<file path="config.mk">
export PLATFORM = sky130hd
export DESIGN_NAME = rot90_rsp_fifo
export DESIGN_NICKNAME = d
export VERILOG_FILES = /design/src/rot90_pkg.sv /design/src/rot90_rsp_fifo.sv
export SDC_FILE = /design/constraint.sdc
export NUM_CORES = 1
export LEC_CHECK = 0
export BUFFER_PORTS_ARGS = -buffer_cell sky130_fd_sc_hd__buf_2
export CORE_ASPECT_RATIO = 1.2
export CORE_UTILIZATION = 33
export DETAILED_ROUTE_END_ITERATION = 8
export HOLD_SLACK_MARGIN = 0.05
export PLACE_DENSITY = 0.47
export SKIP_CTS_REPAIR_TIMING = 1
export SLEW_MARGIN = 20
export SYNTH_ARGS = -nofsm -noshare
export SYNTH_HDL_FRONTEND = slang
export SYNTH_SLANG_ARGS = --single-unit
</file>
<file path="constraint.sdc">
create_clock -name clock -period 1.96 [get_ports clock]
set_input_delay 0.392 -clock clock [delete_from_list [all_inputs] [get_ports clock]]
set_output_delay 0.392 -clock clock [all_outputs]
set_load 0.005 [all_outputs]
</file>
<file path="src/rot90_pkg.sv">
package rot90_pkg;

   // frame geometry
   localparam int MAX_SIDE       = 64;
   localparam int SIDE_BITS      = $clog2(MAX_SIDE);
   localparam int CFG_BITS       = 7;
   localparam int PIXEL_BITS     = 32;

   // two banks side by side, bank select is the top address bit
   localparam int ADDR_BITS      = 2 * SIDE_BITS + 1;
   localparam int STORE_WORDS    = 2 ** ADDR_BITS;

   // result queue
   localparam int FIFO_DEPTH     = 4;
   localparam int FIFO_PTR_BITS  = $clog2(FIFO_DEPTH);
   localparam int FIFO_CNT_BITS  = FIFO_PTR_BITS + 1;
   localparam int FIFO_LIMIT     = 3;

   typedef logic [SIDE_BITS-1:0]  pos_type;
   typedef logic [ADDR_BITS-1:0]  addr_type;
   typedef logic [PIXEL_BITS-1:0] pixel_type;

   typedef struct packed {
      pixel_type pixel;
      logic      frame_end;
   } rsp_item_type;

   // side register value to (side in use - 1), zero means one, large means max
   function automatic pos_type side_to_last(input logic [CFG_BITS-1:0] value);
      pos_type last;
      if (value == '0) begin
         last = '0;
      end else if (int'(value) > MAX_SIDE) begin
         last = pos_type'(MAX_SIDE - 1);
      end else begin
         last = pos_type'(value - CFG_BITS'(1));
      end
      return last;
   endfunction

endpackage

</file>
<file path="src/rot90_rsp_fifo.sv">
module rot90_rsp_fifo (
   input  logic                                clock,
   input  logic                                reset,
   input  logic                                push,
   input  rot90_pkg::rsp_item_type             push_item,
   input  logic                                pop,
   output rot90_pkg::rsp_item_type             head_item,
   output logic [rot90_pkg::FIFO_CNT_BITS-1:0] count
);
   import rot90_pkg::*;

   rsp_item_type               slot_ff [FIFO_DEPTH];
   logic [FIFO_PTR_BITS-1:0]   wr_ptr_ff, wr_ptr_in;
   logic [FIFO_PTR_BITS-1:0]   rd_ptr_ff, rd_ptr_in;
   logic [FIFO_CNT_BITS-1:0]   count_ff, count_in;

   always_comb begin
      wr_ptr_in = push ? wr_ptr_ff + FIFO_PTR_BITS'(1) : wr_ptr_ff;
      rd_ptr_in = pop  ? rd_ptr_ff + FIFO_PTR_BITS'(1) : rd_ptr_ff;
      count_in  = count_ff;
      if (push && !pop) begin
         count_in = count_ff + FIFO_CNT_BITS'(1);
      end else if (!push && pop) begin
         count_in = count_ff - FIFO_CNT_BITS'(1);
      end
   end

   always_ff @(posedge clock) begin
      if (reset) begin
         wr_ptr_ff <= '0;
         rd_ptr_ff <= '0;
         count_ff  <= '0;
      end else begin
         wr_ptr_ff <= wr_ptr_in;
         rd_ptr_ff <= rd_ptr_in;
         count_ff  <= count_in;
      end
   end

   always_ff @(posedge clock) begin
      if (push) begin
         slot_ff[wr_ptr_ff] <= push_item;
      end
   end

   assign head_item = slot_ff[rd_ptr_ff];
   assign count     = count_ff;

endmodule

</file>
# Word level (Yosys, flattened, before mapping)
# Memory sizes are Yosys's and may differ from the RTL's. A register that Yosys moved wholly into a read port is not among the register bits.
# Cells that the tools add are included.
[classes]
addsub = 4
n_mux = 6
reduce_logical = 5
[op_table]
columns = ["operator", "n"]
rows = [
  ["$mux W3", 2],
  ["$add A2 B1 Y2 const B", 2],
  ["$mux W2", 2],
  ["$add A3 B1 Y3 const B", 1],
  ["$sub A3 B1 Y3 const B", 1],
  ["$logic_and A1 B1 Y1", 2],
  ["$logic_not A1 Y1", 2],
  ["$mux W1", 2],
  ["$reduce_bool A2 Y1", 1],
]
[totals]
inputBits = 37
out_inout_bits = 36
register_bits = 7
mem_count = 1
wordCells = 19
ram_bits = 132
[mem_list]
columns = ["name", "depth", "width", "read_ports", "rd_clocked_by_memory_dff", "wr", "line", "source"]
rows = [
  ["slot_ff", 4, 33, 1, 1, 1, "rot90_rsp_fifo.sv:12", "rsp_item_type slot_ff [FIFO_DEPTH];"],
]

# Depth between registers and ports, before layout
# Gate-level depths: netlist of the first run.
[logic_depth]
ltp_word = 4
mapped_depth = 7

# Worst setup path before layout of the first run
# Ideal clock, no wire load.
[synth_timing]
kind = "register -> register"
startpoint = "register wr_ptr_ff[0]"
endpoint = "memory slot_ff[2][0] (netlist name) (enable)"
n_path_buf = 0
stages_incl_launch_ff = 4
setup_ns = 0.393
period_less_slack_ns = 1.747
setup_slack_ns = 0.213
arrival_ns = 1.354
cell_sequence = "dfxtp_1 inv_1 ha_1 and2_1"
[synth_lines]
columns = ["item", "line", "source"]
rows = [
  ["from (decl)", "rot90_rsp_fifo.sv:13", "logic [FIFO_PTR_BITS-1:0] wr_ptr_ff, wr_ptr_in;"],
  ["from (signal assigned)", "rot90_rsp_fifo.sv:34", "wr_ptr_ff <= wr_ptr_in;"],
  ["to (decl)", "rot90_rsp_fifo.sv:12", ""],
]
# No word-level cell before the write port.

==> flow_metrics.py, run 1 <==
metrics = {
    "run_status": {
        "violations": "setup timing",
        "status": "finished, violations left",
    },
    "cts": {
        "clkSlewWorstSetupHoldPaths_ns": 0.06,
        "cts.sinks": 141,
        "numCtsBuffers": 17,
        "cts_tree": "yes",
        "cts_buffer_depth": 2,
        "clock_latency_ns": 0.40,
        "root_buffer": "clkbuf_16",
        "cts_htree_levels": 4,
    },
    "floorplanning": {
        "fp.dieH_um": 139.8,
        "coreArea_mm2": 0.01551,
        "num_io_pins": 73,
        "rows": 50,
        "dieArea_mm2": 0.01634,
        "die_w_um": 116.9,
        "start_util": 0.3368,
    },
    "global_routing": {
        "antenna_found_initial": 1,
        "grt_pass1_wl_mm": 13.73,
        "grt_pass1_vias": 2521,
        "grt_usage": 0.1199,
        "grt-ovfl-total": 0,
        "grt_max_degree": 34,
    },
    "layout": {
        "nets": 350,
        "area_growth_pct": 25.50,
        "drive_above_1_share": 0.4656,
    },
    "place": {
        "globalplace.congestion": 0.6690,
        "placement.io_buffers": 72,
        "dpl.hpwl_mm": 5.121,
    },
    "timing": {
        "post-route-period-util": 1.074,
        "worst_pin_slew_ns": 0.2306,
        "fin_skew_ns": 0.01186,
        "setup_viol": 33,
        "hold_violations": 0,
        "slew_headroom": 0.8463,
        "post-route-min-period_ns": 2.106,
        "slew_violations": 0,
        "rsz0062_at_grt": "yes",
        "fin_ws_ns": -0.1455,
        "max_freq_mhz": 474.9,
        "whs_ns": 0.2021,
    },
    "route": {
        "wl_met3_um": 409,
        "drtIter0Drc": 138,
        "ant_nets": 0,
        "vias": 2353,
        "drt-met1-wl_mm": 3.801,
        "wl_per_cell_um": 17.45,
        "routed_wl_mm": 9.230,
        "drtPass1Iterations": 4,
        "wl_met2_mm": 4.916,
        "via_per_inst": 4.448,
        "routed.top_layer": "met4",
        "drc": 0,
    },
    "setup_path": {
        "r2r-start": "count[0]$_SDFFE_PP0P_",
        "startpoint_type": "register",
        "cp.arrival_ns": 1.71,
        "worstSetupPathType": "register to primary output",
        "crit_slowest_cell": "mux4_2",
        "end_kind": "primary output",
        "cp.buffers_inverters": 2,
        "crit_family": "multiplexers",
        "reg2reg_depth": 4,
        "crit_chain": "clkbuf_16 -> mux4_2 -> buf_2",
        "reg2reg_to": "count[2]$_SDFFE_PP0P_",
        "reg2reg_slack_ns": 0.49,
        "max_stage_delay_ns": 0.50,
        "path_max_fanout": 8,
        "required_ns": 1.57,
    },
    "min_path": {
        "worstHoldEndpoint": "slot_ff[3][0]$_DFFE_PP_",
        "min_path_cells": 1,
        "hp-class": "input pin to register",
        "hold_start": "push_item[0]",
    },
    "power": {
        "peakVddDrop_v": 0.0004853,
        "power_w": 0.007148,
        "static-leakage-power_nw": 2.267,
        "power_density_mw_per_mm2": 1090,
    },
    "logic_synthesis": {
        "synth.distinct_cells": 20,
        "ys_ff_latch": 141,
        "synth-seq-area-share": 0.7931,
        "ys_warn_count": 0,
        "syn-num-nets": 258,
        "syn_area_mm2": 0.005225,
        "syn_inst": 215,
        "syn_area_per_cell_um2": 24.30,
    },
    "job": {
        "cap_viol_max_count": 0,
    },
}
-- state kept, by name, indices dropped and copies added (netlist names), named ones only --
signal / flops
slot_ff: 132
count: 3
rd_ptr_ff: 2
wr_ptr_ff: 2
-- synthesized netlist by cell type --
cell | number | share of area
edfxtp_1 | 132 | 0.76
mux4_2 | 30 | 0.13
dfxtp_1 | 9 | 0.034
nor2_1 | 7 | 0.0050
ha_1 | 5 | 0.012
and2_1 | 4 | 0.0048
inv_1 | 4 | 0.0029
buf_12 | 3 | 0.011
buf_2 | 3 | 0.0029
mux4_1 | 3 | 0.015
xor2_1 | 3 | 0.0050
clkbuf_1 | 2 | 0.0014
mux2i_1 | 2 | 0.0038
xnor2_1 | 2 | 0.0034
a21oi_1 | 1 | 0.00096
buf_6 | 1 | 0.0022
fa_1 | 1 | 0.0038
nand2_1 | 1 | 0.00072
o21ai_0 | 1 | 0.00096
or3_1 | 1 | 0.0012
-- cells in the final DEF, fill, tap and decap left out, drive strengths merged, types with 2 or more instances in the layout --
master / count
clkinv: 3
ha: 5
xor2: 3
dfxtp: 9
mux4: 33
clkbuf: 27
and2: 4
inv: 9
xnor2: 2
mux2i: 2
buf: 79
edfxtp: 132
nor2: 7
-- metal layers --
layer / vias to the layer above / GRT usage
li1: 1076 / -
met1: 1226 / 0.1402
met2: 44 / 0.1993
met3: 7 / 0.04617
met4: 0 / 0.04197
met5: - / 0
-- final cells by class --
type	instances	area (um^2)
clock inverter	8	52.55
timing repair buffer	82	594.3
multi-input combinational	61	969.7
clock buffer	24	514.2
fill	1444	8957
tap	208	260.3
inverter	4	15.01
antenna	1	2.502
sequential	141	4149
-- through the flow --
step	setup TNS, ns	cells	setup WS (ns)	util	area, um^2
after floorplan	0	215	0.2128	-	5225
after global placement	0	493	0.1270	0.3802	5899
after detailed placement	0	493	0.07174	0.3802	5899
after CTS	-4.004	525	-0.1713	0.4168	6466
after global routing	-5.996	528	-0.2072	0.4225	6555
final	-3.799	529	-0.1455	0.4227	6558
-- power by group --
| part | switching, W | leakage (nW) | internal, W |
|---|---|---|---|
| Combinational | 0.000310 | 0.693 | 0.000364 |
| Clock | 0.00113 | 0.286 | 0.00184 |
| Sequential | 0.0000518 | 1.29 | 0.00345 |
| Total | 0.00149 | 2.27 | 0.00566 |
-- cells by family (layout without fill, tap and decap cells) --
group           after synthesis  in the layout  share of synthesized area
flops                       141            141                     0.7931
mux                          35             35                     0.1482
simple gates                 13             13                    0.01173
buf+inv                      13            118                    0.02083
fa+ha+maj                     6              6                    0.01580
xor+xnor                      5              5                   0.008383
compound gates                2              2                   0.001914
other cells                   0              1                          0
-- worst max path at each step --
stage,end,depth (start not counted)
after floorplan,slot_ff[2][0]$_DFFE_PP_,3
after global placement,count[2]$_SDFFE_PP0P_,7
after detailed placement,count[2]$_SDFFE_PP0P_,7
after CTS,head_item[22],3
after global routing,head_item[31],3
final,head_item[31],3
Power figures use the tool's default switching activity.
==> inputs of run 2 (changes only) <==
==> constraint.sdc (replaced) <==
create_clock -name clock -period 2.2 [get_ports clock]
set_input_delay 0.44 -clock clock [delete_from_list [all_inputs] [get_ports clock]]
set_output_delay 0.44 -clock clock [all_outputs]
set_load 0.005 [all_outputs]
==> run 2 against run 1 <==
Against the previous run:
- the run now ends clean
- final cell count down 0.19%
- clock power down 8.8%
- sequential cell count unchanged
- critical path type unchanged
- die area unchanged
==> flow_metrics.py, run 2 (synthesis results as in run 1) <==
metrics = {
    "run_status": {
        "status": "complete, no violations",
    },
    "route": {
        "ant_nets": 0,
        "vias": 2362,
        "drtIter0Drc": 63,
        "wl_per_cell_um": 17.50,
        "drtPass1Iterations": 4,
        "drc": 0,
        "via_per_inst": 4.473,
        "routed_wl_mm": 9.242,
    },
    "timing": {
        "post-route-period-util": 0.9559,
        "slew_headroom": 0.8410,
        "post-route-min-period_ns": 2.103,
        "fin_skew_ns": 0.01128,
        "max_freq_mhz": 475.5,
        "slew_violations": 0,
        "hold_violations": 0,
        "worst_pin_slew_ns": 0.2385,
        "setup_viol": 0,
        "rsz0062_at_grt": "no",
    },
    "cts": {
        "cts_tree": "yes",
        "clock_latency_ns": 0.40,
        "cts_htree_levels": 4,
        "clkSlewWorstSetupHoldPaths_ns": 0.06,
        "cts.sinks": 141,
        "root_buffer": "clkbuf_16",
        "numCtsBuffers": 17,
        "cts_buffer_depth": 2,
    },
    "floorplanning": {
        "die_w_um": 116.9,
        "dieArea_mm2": 0.01634,
        "start_util": 0.3368,
        "rows": 50,
        "num_io_pins": 73,
        "fp.dieH_um": 139.8,
        "coreArea_mm2": 0.01551,
    },
    "min_path": {
        "hp-class": "input pin to register",
    },
    "layout": {
        "mostFrequentLayoutCells": "132 x edfxtp_1, 72 x buf_2, 30 x mux4_2",
        "largest_register_ffs": 132,
        "final_common_cell": "edfxtp_1",
        "nets": 349,
        "drive_above_1_share": 0.4608,
        "regMostFlops": "slot_ff",
        "post-route-util": 0.4186,
        "area_growth_pct": 24.31,
        "final_area_mm2": 0.006495,
    },
    "setup_path": {
        "cp.arrival_ns": 1.66,
        "end_kind": "primary output",
        "startpoint_type": "register",
        "required_ns": 1.76,
        "worstSetupPathType": "register to primary output",
        "path_max_fanout": 7,
    },
    "job": {
        "cap_viol_max_count": 0,
    },
    "place": {
        "dpl.hpwl_mm": 5.382,
        "placed_area_mm2": 0.005902,
        "globalplace.congestion": 0.6756,
        "placement.io_buffers": 72,
    },
    "global_routing": {
        "grt_max_degree": 34,
        "grt-ovfl-total": 0,
        "antenna_found_initial": 1,
        "grt_pass1_wl_mm": 14.35,
        "grt_pass1_vias": 2558,
        "grt_usage": 0.1254,
    },
    "power": {
        "power_density_mw_per_mm2": 985.3,
        "peakVddDrop_v": 0.0003932,
        "static-leakage-power_nw": 2.228,
    },
}
run 2: changes by cell type in the layout (fill, tap and decap cells not counted), moves of 2 or more:
cell / delta
clkbuf_16: -5
clkinvlp_4: +4
inv_4: -4
buf_2: +3
buf_6: -3
buf_8: +2
bufinv_16: +2
clkbuf_1: -2
clkbuf_8: -2
mux4_1: +2
mux4_2: -2
run 2: layer usage:
metal  GRT usage  up-vias  part of all wire  wire [um]
met5           0        -                 0          0
met4     0.05396        0             0.017        153
met3     0.04312       13             0.043        396
met2      0.2080       49              0.53       4879
met1      0.1460     1222              0.41       3812
li1            -     1078                 -          -
run 2: power breakdown:
group          internal [W]  switching, W  leakage, nW
clock               0.00167       0.00104        0.270
combinational      0.000297      0.000273        0.670
sequential          0.00308     0.0000418         1.29
run 2: per-stage QoR:
step	setup TNS [ns]	setup WS, ns	hold slack (ns)	power [W]	instances
after floorplan	0	0.4528	0.4748	0.003496	215
after global placement	0	0.3275	0.4811	0.003746	495
after detailed placement	0	0.2401	0.4932	0.003762	495
after CTS	-0.001825	-0.001825	0.2256	0.006493	527
after global routing	0	0.02135	0.2249	0.006662	527
final	0	0.09707	0.2464	0.006400	528
run 2: final timing paths:
| kind | startpoint | endpoint | slack (ns) | cells past startpoint |
|---|---|---|---|---|
| worst max register to register | count[0]$_SDFFE_PP0P_ | count[2]$_SDFFE_PP0P_ | 0.70 | 4 |
| worst min register to register | count[2]$_SDFFE_PP0P_ | count[2]$_SDFFE_PP0P_ | 0.50 | 2 |
| worst min-delay path | push_item[19] | slot_ff[3][19]$_DFFE_PP_ | 0.25 | 1 |
| worst max-delay path | register | head_item[24] | 0.1 | 3 |
run 2: area by class of cell:
class / instances / area [um^2]
inverter: 4 / 15.01
multi-input combinational: 61 / 977.2
timing repair buffer: 81 / 518.0
clock buffer: 18 / 429.2
antenna: 1 / 2.502
sequential: 141 / 4149
tap: 208 / 260.3
fill: 1433 / 9020
clock inverter: 14 / 143.9
run 2: worst max-delay path, cell delays in order, from the launching register on:
cell and delay [ns]:
dfxtp_4 0.39, buf_8 0.15, mux4_1 0.58, buf_2 0.15
